**src/rtl/core/assert_macros.svh**
```systemverilog
// Assertion macros used by the RTL of the macroblock color converter.
`ifndef ASSERT_MACROS_SVH
`define ASSERT_MACROS_SVH

// Property checked at every clock edge outside reset.
`define ASSERT_CLK(label, prop, msg) \
    label: assert property (@(posedge i_clk) disable iff (!i_rst_n) (prop)) \
        else $error(msg);

// Condition in one cycle implies a consequence in the next.
`define ASSERT_NEXT(label, cond, conseq, msg) \
    label: assert property (@(posedge i_clk) disable iff (!i_rst_n) \
        (cond) |=> (conseq)) else $error(msg);

`endif

```
**src/rtl/core/mbycc_pkg.sv**
```systemverilog
// Shared constants, types and helpers of the macroblock color converter.
package mbycc_pkg;

    // Macroblock geometry (4:2:0, 16x16 luma, 8x8 chroma)
    localparam int MB_SIDE       = 16;
    localparam int CHROMA_SIDE   = MB_SIDE / 2;
    localparam int CHROMA_DEPTH  = CHROMA_SIDE * CHROMA_SIDE;
    localparam int CHROMA_AW     = $clog2(CHROMA_DEPTH);
    localparam int COORD_W       = $clog2(MB_SIDE);
    localparam int LUMA_START    = 2 * CHROMA_DEPTH;
    localparam int TOTAL_SAMPLES = LUMA_START + MB_SIDE * MB_SIDE;
    localparam int POS_W         = $clog2(TOTAL_SAMPLES);

    localparam logic [POS_W-1:0] POS_CB_START = POS_W'(CHROMA_DEPTH);
    localparam logic [POS_W-1:0] POS_LUMA     = POS_W'(LUMA_START);
    localparam logic [POS_W-1:0] POS_LAST     = POS_W'(TOTAL_SAMPLES - 1);

    // Sample and arithmetic widths
    localparam int SAMPLE_W = 16;
    localparam int LUM_W    = SAMPLE_W + 1;        // sample + 128
    localparam int PROD_W   = 2 * SAMPLE_W;        // 16 x 16 signed product
    localparam int SUM_W    = 34;                  // headroom for three terms
    localparam int Q_SHIFT  = 14;

    // Q14 conversion coefficients
    localparam logic signed [SAMPLE_W-1:0] COEF_R_CR = 16'sd22971;
    localparam logic signed [SAMPLE_W-1:0] COEF_G_CB = 16'sd5631;
    localparam logic signed [SAMPLE_W-1:0] COEF_G_CR = 16'sd11703;
    localparam logic signed [SAMPLE_W-1:0] COEF_B_CB = 16'sd29032;
    localparam logic signed [LUM_W-1:0]    LUMA_BIAS = 17'sd128;
    localparam logic signed [SUM_W-1:0]    Q_HALF    = 34'sd8192;
    localparam logic [7:0]                 ALPHA_OPAQUE = 8'hFF;

    // Output payload width: x, y, abgr packed, rounded to bytes
    localparam int PIX_BITS = 2 * COORD_W + 32;
    localparam int OUT_TDATA_W = ((PIX_BITS + 7) / 8) * 8;

    // Chroma store request from the sequencer
    typedef struct packed {
        logic                 wr_cr;
        logic                 wr_cb;
        logic                 rd_en;
        logic [CHROMA_AW-1:0] addr;
        logic [SAMPLE_W-1:0]  wdata;
    } t_mem_req;

    // Pixel tag that travels with the data down the pipeline
    typedef struct packed {
        logic [COORD_W-1:0] x;
        logic [COORD_W-1:0] y;
        logic               last;
    } t_pix_tag;

    // Round-free clamp of a Q14 sum (rounding already added) to 0..255
    function automatic logic [7:0] clamp_byte(input logic signed [SUM_W-1:0] sum);
        logic [7:0] res;
        if (sum[SUM_W-1]) begin
            res = 8'd0;
        end else if (|sum[SUM_W-2:Q_SHIFT+8]) begin
            res = 8'hFF;
        end else begin
            res = sum[Q_SHIFT+7:Q_SHIFT];
        end
        return res;
    endfunction

endpackage

```
**src/rtl/core/mbycc_chroma_mem.sv**
```systemverilog
// Cr and Cb stores of one macroblock, synchronous write, registered read.
module mbycc_chroma_mem
    import mbycc_pkg::*;
(
    input  logic                i_clk,
    input  t_mem_req            i_req,
    output logic [SAMPLE_W-1:0] o_cr,
    output logic [SAMPLE_W-1:0] o_cb
);

    logic [SAMPLE_W-1:0] r_cr_mem [CHROMA_DEPTH];
    logic [SAMPLE_W-1:0] r_cb_mem [CHROMA_DEPTH];
    logic [SAMPLE_W-1:0] r_cr_q;
    logic [SAMPLE_W-1:0] r_cb_q;

    // Writes: one sample per request, into the block being loaded
    always_ff @(posedge i_clk) begin
        if (i_req.wr_cr) begin
            r_cr_mem[i_req.addr] <= i_req.wdata;
        end
        if (i_req.wr_cb) begin
            r_cb_mem[i_req.addr] <= i_req.wdata;
        end
    end

    // Read port: data held while the pipeline stage downstream is stalled
    always_ff @(posedge i_clk) begin
        if (i_req.rd_en) begin
            r_cr_q <= r_cr_mem[i_req.addr];
            r_cb_q <= r_cb_mem[i_req.addr];
        end
    end

    assign o_cr = r_cr_q;
    assign o_cb = r_cb_q;

endmodule

```
**src/rtl/core/mbycc_convert.sv**
```systemverilog
// Color conversion pipeline: product stage, then sum/clamp output register.
module mbycc_convert
    import mbycc_pkg::*;
(
    input  logic                     i_clk,
    input  logic                     i_rst_n,
    // upstream
    input  logic                     i_in_valid,
    output logic                     o_in_ready,
    input  t_pix_tag                 i_tag,
    input  logic signed [LUM_W-1:0]  i_lum,
    input  logic signed [SAMPLE_W-1:0] i_cr,
    input  logic signed [SAMPLE_W-1:0] i_cb,
    // downstream
    output logic                     o_out_valid,
    input  logic                     i_out_ready,
    output t_pix_tag                 o_tag,
    output logic [31:0]              o_abgr
);

    logic                     r2_valid;
    t_pix_tag                 r2_tag;
    logic signed [LUM_W-1:0]  r2_lum;
    logic signed [PROD_W-1:0] r2_p_rcr;
    logic signed [PROD_W-1:0] r2_p_gcb;
    logic signed [PROD_W-1:0] r2_p_gcr;
    logic signed [PROD_W-1:0] r2_p_bcb;

    logic                     r_out_valid;
    t_pix_tag                 r_out_tag;
    logic [31:0]              r_out_abgr;

    logic                     en2;
    logic                     en3;
    logic signed [SUM_W-1:0]  lum_q;
    logic signed [SUM_W-1:0]  sum_r;
    logic signed [SUM_W-1:0]  sum_g;
    logic signed [SUM_W-1:0]  sum_b;

    // Stage enables: a stage moves when it is empty or its successor moves
    assign en3        = !r_out_valid || i_out_ready;
    assign en2        = !r2_valid || en3;
    assign o_in_ready = en2;

    // Product stage: one multiplier per term
    always_ff @(posedge i_clk) begin
        if (!i_rst_n) begin
            r2_valid <= 1'b0;
        end else if (en2) begin
            r2_valid <= i_in_valid;
        end
    end

    always_ff @(posedge i_clk) begin
        if (en2 && i_in_valid) begin
            r2_tag   <= i_tag;
            r2_lum   <= i_lum;
            r2_p_rcr <= i_cr * COEF_R_CR;
            r2_p_gcb <= i_cb * COEF_G_CB;
            r2_p_gcr <= i_cr * COEF_G_CR;
            r2_p_bcb <= i_cb * COEF_B_CB;
        end
    end

    // Sums in Q14 with rounding half
    assign lum_q = SUM_W'({r2_lum, {Q_SHIFT{1'b0}}}) |
                   {{(SUM_W-LUM_W-Q_SHIFT){r2_lum[LUM_W-1]}}, {(LUM_W+Q_SHIFT){1'b0}}};
    assign sum_r = lum_q + SUM_W'(r2_p_rcr) + Q_HALF;
    assign sum_g = lum_q - SUM_W'(r2_p_gcb) - SUM_W'(r2_p_gcr) + Q_HALF;
    assign sum_b = lum_q + SUM_W'(r2_p_bcb) + Q_HALF;

    // Output register
    always_ff @(posedge i_clk) begin
        if (!i_rst_n) begin
            r_out_valid <= 1'b0;
        end else if (en3) begin
            r_out_valid <= r2_valid;
        end
    end

    always_ff @(posedge i_clk) begin
        if (en3 && r2_valid) begin
            r_out_tag  <= r2_tag;
            r_out_abgr <= {ALPHA_OPAQUE, clamp_byte(sum_b), clamp_byte(sum_g),
                           clamp_byte(sum_r)};
        end
    end

    assign o_out_valid = r_out_valid;
    assign o_tag       = r_out_tag;
    assign o_abgr      = r_out_abgr;

endmodule

```
**src/rtl/core/macroblock_ycbcr_to_rgb.sv**
```systemverilog
// Top level: 4:2:0 macroblock YCbCr to ABGR pixel converter.
//
//  channel   dir  request contents (tdata from bit 0 up)          end marker
//  s_axis    in   sample[15:0]                                     -
//  m_axis    out  pixel_x[3:0], pixel_y[7:4], pixel_abgr[39:8]     tlast = last_pixel
//
//  One request per clock on both sides unless m_axis stalls. A macroblock is 384 input requests
//  (64 Cr, 64 Cb, 256 luma); only luma requests produce pixels.
//  A luma request's pixel passes the chroma store read (loaded at its
//  accepting edge), the product register and the sum/clamp output
//  register before it is valid.
//  Reset (i_rst_n low, synchronous) empties the pipeline and restarts the
//  sample count at the first Cr sample; the chroma stores are not cleared.
//  A stall on m_axis backs up through the stage enables; s_axis_tready
//  drops only when all three stages hold pixels.
module macroblock_ycbcr_to_rgb
    import mbycc_pkg::*;
(
    input  logic                   i_clk,
    input  logic                   i_rst_n,
    input  logic                   s_axis_tvalid,
    output logic                   s_axis_tready,
    input  logic [SAMPLE_W-1:0]    s_axis_tdata,   // sample[15:0]
    output logic                   m_axis_tvalid,
    input  logic                   m_axis_tready,
    output logic [OUT_TDATA_W-1:0] m_axis_tdata,   // pixel_x[3:0], pixel_y[7:4], abgr[39:8]
    output logic                   m_axis_tlast    // last_pixel
);

    `include "assert_macros.svh"

    logic [POS_W-1:0]          r_pos;
    logic                      r1_valid;
    t_pix_tag                  r1_tag;
    logic signed [LUM_W-1:0]   r1_lum;

    logic                      en1;
    logic                      accept;
    logic                      is_luma;
    logic [7:0]                luma_idx;
    logic [COORD_W-1:0]        pix_x;
    logic [COORD_W-1:0]        pix_y;
    logic [CHROMA_AW-1:0]      chroma_idx;
    t_mem_req                  mem_req;
    t_pix_tag                  cur_tag;
    logic [SAMPLE_W-1:0]       mem_cr;
    logic [SAMPLE_W-1:0]       mem_cb;
    logic                      cv_in_ready;
    t_pix_tag                  out_tag;
    logic [31:0]               out_abgr;

    // Handshake into the read stage
    assign en1           = !r1_valid || cv_in_ready;
    assign s_axis_tready = en1;
    assign accept        = s_axis_tvalid && en1;

    // Position decode: luma block, row and column to pixel coordinates
    assign is_luma    = (r_pos >= POS_LUMA);
    assign luma_idx   = 8'(r_pos - POS_LUMA);
    assign pix_x      = {luma_idx[6], luma_idx[2:0]};
    assign pix_y      = {luma_idx[7], luma_idx[5:3]};
    assign chroma_idx = {pix_y[COORD_W-1:1], pix_x[COORD_W-1:1]};

    always_comb begin
        cur_tag.x    = pix_x;
        cur_tag.y    = pix_y;
        cur_tag.last = (r_pos == POS_LAST);
    end

    // Chroma store request: write during the chroma phase, read for luma
    always_comb begin
        mem_req.wr_cr = accept && (r_pos < POS_CB_START);
        mem_req.wr_cb = accept && (r_pos >= POS_CB_START) && !is_luma;
        mem_req.rd_en = en1;
        mem_req.addr  = is_luma ? chroma_idx : r_pos[CHROMA_AW-1:0];
        mem_req.wdata = s_axis_tdata;
    end

    // Sample position counter, wraps at the end of a macroblock
    always_ff @(posedge i_clk) begin
        if (!i_rst_n) begin
            r_pos <= '0;
        end else if (accept) begin
            r_pos <= (r_pos == POS_LAST) ? '0 : r_pos + 1'b1;
        end
    end

    // Read stage: luma and tag wait for the chroma read data
    always_ff @(posedge i_clk) begin
        if (!i_rst_n) begin
            r1_valid <= 1'b0;
        end else if (en1) begin
            r1_valid <= accept && is_luma;
        end
    end

    always_ff @(posedge i_clk) begin
        if (accept && is_luma) begin
            r1_tag <= cur_tag;
            r1_lum <= LUM_W'($signed(s_axis_tdata)) + LUMA_BIAS;
        end
    end

    mbycc_chroma_mem u_chroma_mem (
        .i_clk (i_clk),
        .i_req (mem_req),
        .o_cr  (mem_cr),
        .o_cb  (mem_cb)
    );

    mbycc_convert u_convert (
        .i_clk       (i_clk),
        .i_rst_n     (i_rst_n),
        .i_in_valid  (r1_valid),
        .o_in_ready  (cv_in_ready),
        .i_tag       (r1_tag),
        .i_lum       (r1_lum),
        .i_cr        ($signed(mem_cr)),
        .i_cb        ($signed(mem_cb)),
        .o_out_valid (m_axis_tvalid),
        .i_out_ready (m_axis_tready),
        .o_tag       (out_tag),
        .o_abgr      (out_abgr)
    );

    // Output packing
    assign m_axis_tdata = OUT_TDATA_W'({out_abgr, out_tag.y, out_tag.x});
    assign m_axis_tlast = out_tag.last;

    // Checks
    `ASSERT_CLK(a_pos_range, r_pos <= POS_LAST, "sample position out of range")
    `ASSERT_CLK(a_last_corner,
        !(m_axis_tvalid && m_axis_tlast) || (m_axis_tdata[7:0] == 8'hFF),
        "last pixel is not the bottom-right corner")
    `ASSERT_NEXT(a_wrap_last, accept && (r_pos == POS_LAST), r_pos == '0,
        "position did not wrap after the final sample")

endmodule
```
**config.mk**
```make
export PLATFORM = sky130hd
export DESIGN_NAME = macroblock_ycbcr_to_rgb
export DESIGN_NICKNAME = d
export VERILOG_FILES = /design/src/rtl/core/mbycc_pkg.sv /design/src/rtl/core/mbycc_chroma_mem.sv /design/src/rtl/core/mbycc_convert.sv /design/src/rtl/core/macroblock_ycbcr_to_rgb.sv
export VERILOG_INCLUDE_DIRS = /design/src /design/src/rtl/core
export SDC_FILE = /design/constraint.sdc
export NUM_CORES = 2
export LEC_CHECK = 0
export BUFFER_PORTS_ARGS = -buffer_cell sky130_fd_sc_hd__buf_2
export CORE_MARGIN = 3
export CORE_UTILIZATION = 40
export CTS_CLUSTER_DIAMETER = 60
export DETAILED_ROUTE_END_ITERATION = 10
export PLACE_DENSITY_LB_ADDON = 0.3
export RECOVER_POWER = 50
export SLEW_MARGIN = 20
export SYNTH_ARGS = -nofsm -noshare
export SYNTH_HDL_FRONTEND = slang
export SYNTH_HIERARCHICAL = 1
export SYNTH_SLANG_ARGS = --single-unit
```
**constraint.sdc**
```tcl
create_clock -name i_clk -period 9.92 [get_ports i_clk]
set_input_delay 0.496 -clock i_clk [delete_from_list [all_inputs] [get_ports i_clk]]
set_output_delay 0.496 -clock i_clk [all_outputs]
set_load 0.05 [all_outputs]
```
==> summary by stage <==
Status
The flow ran to the end, but the final reports show violations. The checks that failed: max-capacitance violations, max-slew violations.

Timing
The final-report setup violation count is 0. At the pin with the least slew margin, the transition time is 5.231 ns. The max-slew violation count is 2,338.

Static timing analysis puts the maximum clock frequency at 132.6 MHz. The worst path needs 7.544 ns of the cycle, external delays included. The worst pin sits at a relative slew slack of -2.487. The final hold violation count is 0.

Adding up every negative setup slack in the final design gives 0 ns. Dividing the final minimum period by the clock period gives 0.7605. Clock skew on the completed layout was measured at 0.1180 ns. Setup repair after global routing left no endpoint under its margin.

CTS
The total clock buffers created by CTS is 236. CTS built an H-tree with a depth of 4. The root buffer selected by CTS is sky130_fd_sc_hd__clkbuf_16. The clock passes through at most 3 buffers. Clock latency on the worst-skew pair, taken at its later pin, is 0.94 ns. The total number of clock tree sinks is 2,276. Buffers added to address setup during post-CTS repair amount to 0. The clock-pin slew on the worst setup and hold paths is 0.05 ns.

TritonCTS built the clock tree.

Drt
The number of vias after detailed routing is 65,280. The count of nets left with antenna violations once routing finished came out at 0. The total detailed-routing wirelength is 303,700 um.

For this run, design rule violations remaining after detail routing come to 0. The first TritonRoute pass finished after 6 iterations. After detailed routing, the average wire length per cell comes to 26.98 um.

After the first detailed-routing iteration, the DRC count stood at 6,995. Using the TritonRoute via totals, the vias-per-cell ratio works out to 5.799.

Run
The max-cap violation count is 40.

Min path
In this run the worst hold path is classified as reg2reg.

Global routing
The total congestion overflow after global routing is 0. The number of global-route vias before repair is 65,430. The pin count of the biggest net entering global routing is 140. The wire length of the first global-routing pass is 445,600 um. The initial antenna violation count is 14. Across every metal layer, demand over resource in global routing totals 0.2147.

Critical path
Together, buffers and inverters on the worst path number 4. The endpoint type of the worst setup path is a flip-flop. Walking the worst path, the cells encountered are dlygate4sd3_1, clkbuf_1, clkbuf_1, clkbuf_1.

STA puts the critical path data arrival time at 7.44 ns. The category of the most critical setup path is in2reg. For this design, the slowest cell found on the critical path is sky130_fd_sc_hd__clkbuf_1. The type of origin of the critical path is a primary input. The maximum single-stage delay on the critical path is 3.66 ns. The most frequent cell on the critical path is sky130_fd_sc_hd__clkbuf_1. In this run the worst path has a maximum fanout of 80. Among cell families on the critical path, the largest total delay comes from buffers and inverters. Data on the critical path is required at its endpoint by 9.81 ns.

Floorplanning
From bottom edge to top edge, the die measures 526.9 um. In this run the horizontal extent of the chip is 526.9 um. The area of the core region is 268,900 um2.

The effective utilization at floorplan is 0.4037. The boundary pin count is 63. After floorplanning, the core was divided into 190 placement rows. The area of the die is 277,700 um2.

Yosys
The synthesized design contains 2,264 enable-type register cells. After technology mapping, the gate count stands at 7,357. The main flop type after synthesis is sky130_fd_sc_hd__edfxtp_1. The total of flip-flops plus latches after synthesis is 2,276. The biggest area contributor in the post-synthesis netlist is sky130_fd_sc_hd__edfxtp_1. Counting flops with an async set or reset pin after synthesis yields a share of 0. The mapped cell area is 108,500 um2. After synthesis, the cell types taking the most area are sky130_fd_sc_hd__edfxtp_1 63%, sky130_fd_sc_hd__fa_1 8.2%, sky130_fd_sc_hd__ha_1 5.0%. For this run, the register share of the synthesized area comes to 0.6285. Dividing the synthesized area by the synthesized cell count gives 14.75 um2. The share of Yosys cell area claimed by the top area cell type is 0.6263.

The count of yosys warnings during synthesis is 6. The netlist uses 109 different library cells.

Layout
The number of filler cells placed in the layout is 23,580. The non-filler instance count after layout is 11,260. The top cell types in the final layout, fill and taps aside, are 2,264 x sky130_fd_sc_hd__edfxtp_1, 743 x sky130_fd_sc_hd__inv_1, 447 x sky130_fd_sc_hd__fa_1. The total non-filler cell area in the finished layout is 121,300 um2. The fraction of layout instances using a drive strength above 1 is 0.1060. The area growth from synthesis to layout is 11.76%. The post-layout net count is 8,391. The library cell used most frequently in the layout, excluding fill and tap cells, is sky130_fd_sc_hd__edfxtp_1.

Placed design
Once placement completed, the tool counted placed cells totaling 10,790. Routability-driven placement finished with a final weighted congestion of 0.8945. During placement, the flow inserted port buffers numbering 54. The standard cell area after detailed placement is 113,500 um2. The wire-length estimate of the detail-placed layout is 190,300 um.
[layer usage]
layer,wire [um],GRT usage
met3,25330,0.03681
met2,141700,0.3446
met1,126900,0.2979
met4,9717,0.06870
met5,27,0
[synth_stat cells, drive strengths merged, types with 8 or more instances]
cell type,count
a31oi,52
a31o,8
inv,747
nor2b,19
or2,23
ha,437
a211oi,38
nand3,53
nand2,207
and3,30
o22ai,166
buf,184
o21a,48
o211ai,28
a2111oi,8
mux2i,147
o221ai,12
nor3,58
a21oi,179
nand2b,21
o21bai,11
a221oi,444
mux4,11
nand4,47
a32oi,33
dfxtp,12
a2bb2oi,13
mux2,176
xor2,40
or3,16
xnor2,111
a21o,35
a22oi,242
o21ai,220
nor2,407
a22o,27
clkbuf,198
edfxtp,2264
a311oi,21
and2,24
fa,447
and4,18
[cell type report]
type                            instances  area, um2  area share
Timing Repair Buffer                  267       1887     0.01555
Clock buffer                          277       6060     0.04995
Clock inverter                        171       1883     0.01552
Inverter                              747       2811     0.02317
Tap cell                             3552       4444     0.03663
Sequential cell                      2276      68230      0.5624
Antenna cell                            8      20.02   0.0001650
Multi-Input combinational cell       3959      35980      0.2966
[path summary, 6_finish.rpt]
check                                  from                                       to  slack, ns  cells past startpoint
max                        s_axis_tdata[10]  u_chroma_mem/r_cr_mem[62][10]$_DFFE_PP_       2.38                      4
min                     r1_lum[8]$_DFFE_PP_            u_convert/r2_lum[8]$_DFFE_PP_       0.41                      0
max reg2reg  u_chroma_mem/o_cb[9]$_DFFE_PP_         u_convert/r2_p_gcb[29]$_DFFE_PP_       2.76                     21
min reg2reg             r1_lum[8]$_DFFE_PP_            u_convert/r2_lum[8]$_DFFE_PP_       0.41                      0
[what timing repair did]
item                                   CTS  global route
endpoints found under the hold margin   53             0
hold buffers                             8             0
gates resized for setup                  0             0
[through the flow]
step	setup slack [ns]	hold slack, ns	util
6_report	2.376	0.4119	0.4512
3_3_place_gp	2.845	0.4026	0.4221
5_1_grt	2.151	0.4287	0.4512
4_1_cts	2.836	0.03922	0.4519
2_1_floorplan	2.834	0.4003	-
3_5_place_dp	2.836	0.4054	0.4221
[logic make-up after synthesis]
logic type | count (synthesis) | synth area share
muxes | 334 | 0.03410
AOI/OAI and AO/OA | 1634 | 0.1099
xor gates and xnor gates | 151 | 0.01218
buffers and inverters | 1129 | 0.04196
and+or+nand+nor | 948 | 0.04045
DFF | 2276 | 0.6285
other | 1 | 0.00003455
adders and majority gates | 884 | 0.1328
[registers in the layout (all words and copies together), names as in the netlist]
register / flops
u_chroma_mem/o_cb: 16
r1_valid: 1
u_convert/o_tag: 9
u_convert/r2_p_rcr: 21
u_convert/r2_p_gcb: 30
r_pos: 9
u_convert/o_abgr: 24
u_convert/r2_p_bcb: 19
u_convert/r2_p_gcr: 29
u_convert/r2_valid: 1
u_chroma_mem/r_cr_mem: 1024
u_convert/r2_tag: 9
r1_lum: 17
u_convert/r2_lum: 17
r1_tag: 9
u_chroma_mem/r_cb_mem: 1024
u_convert/o_out_valid: 1
u_chroma_mem/o_cr: 16
Power is not shown: default switching activity piles up to over one toggle a cycle in this logic, so the estimate is an artifact.
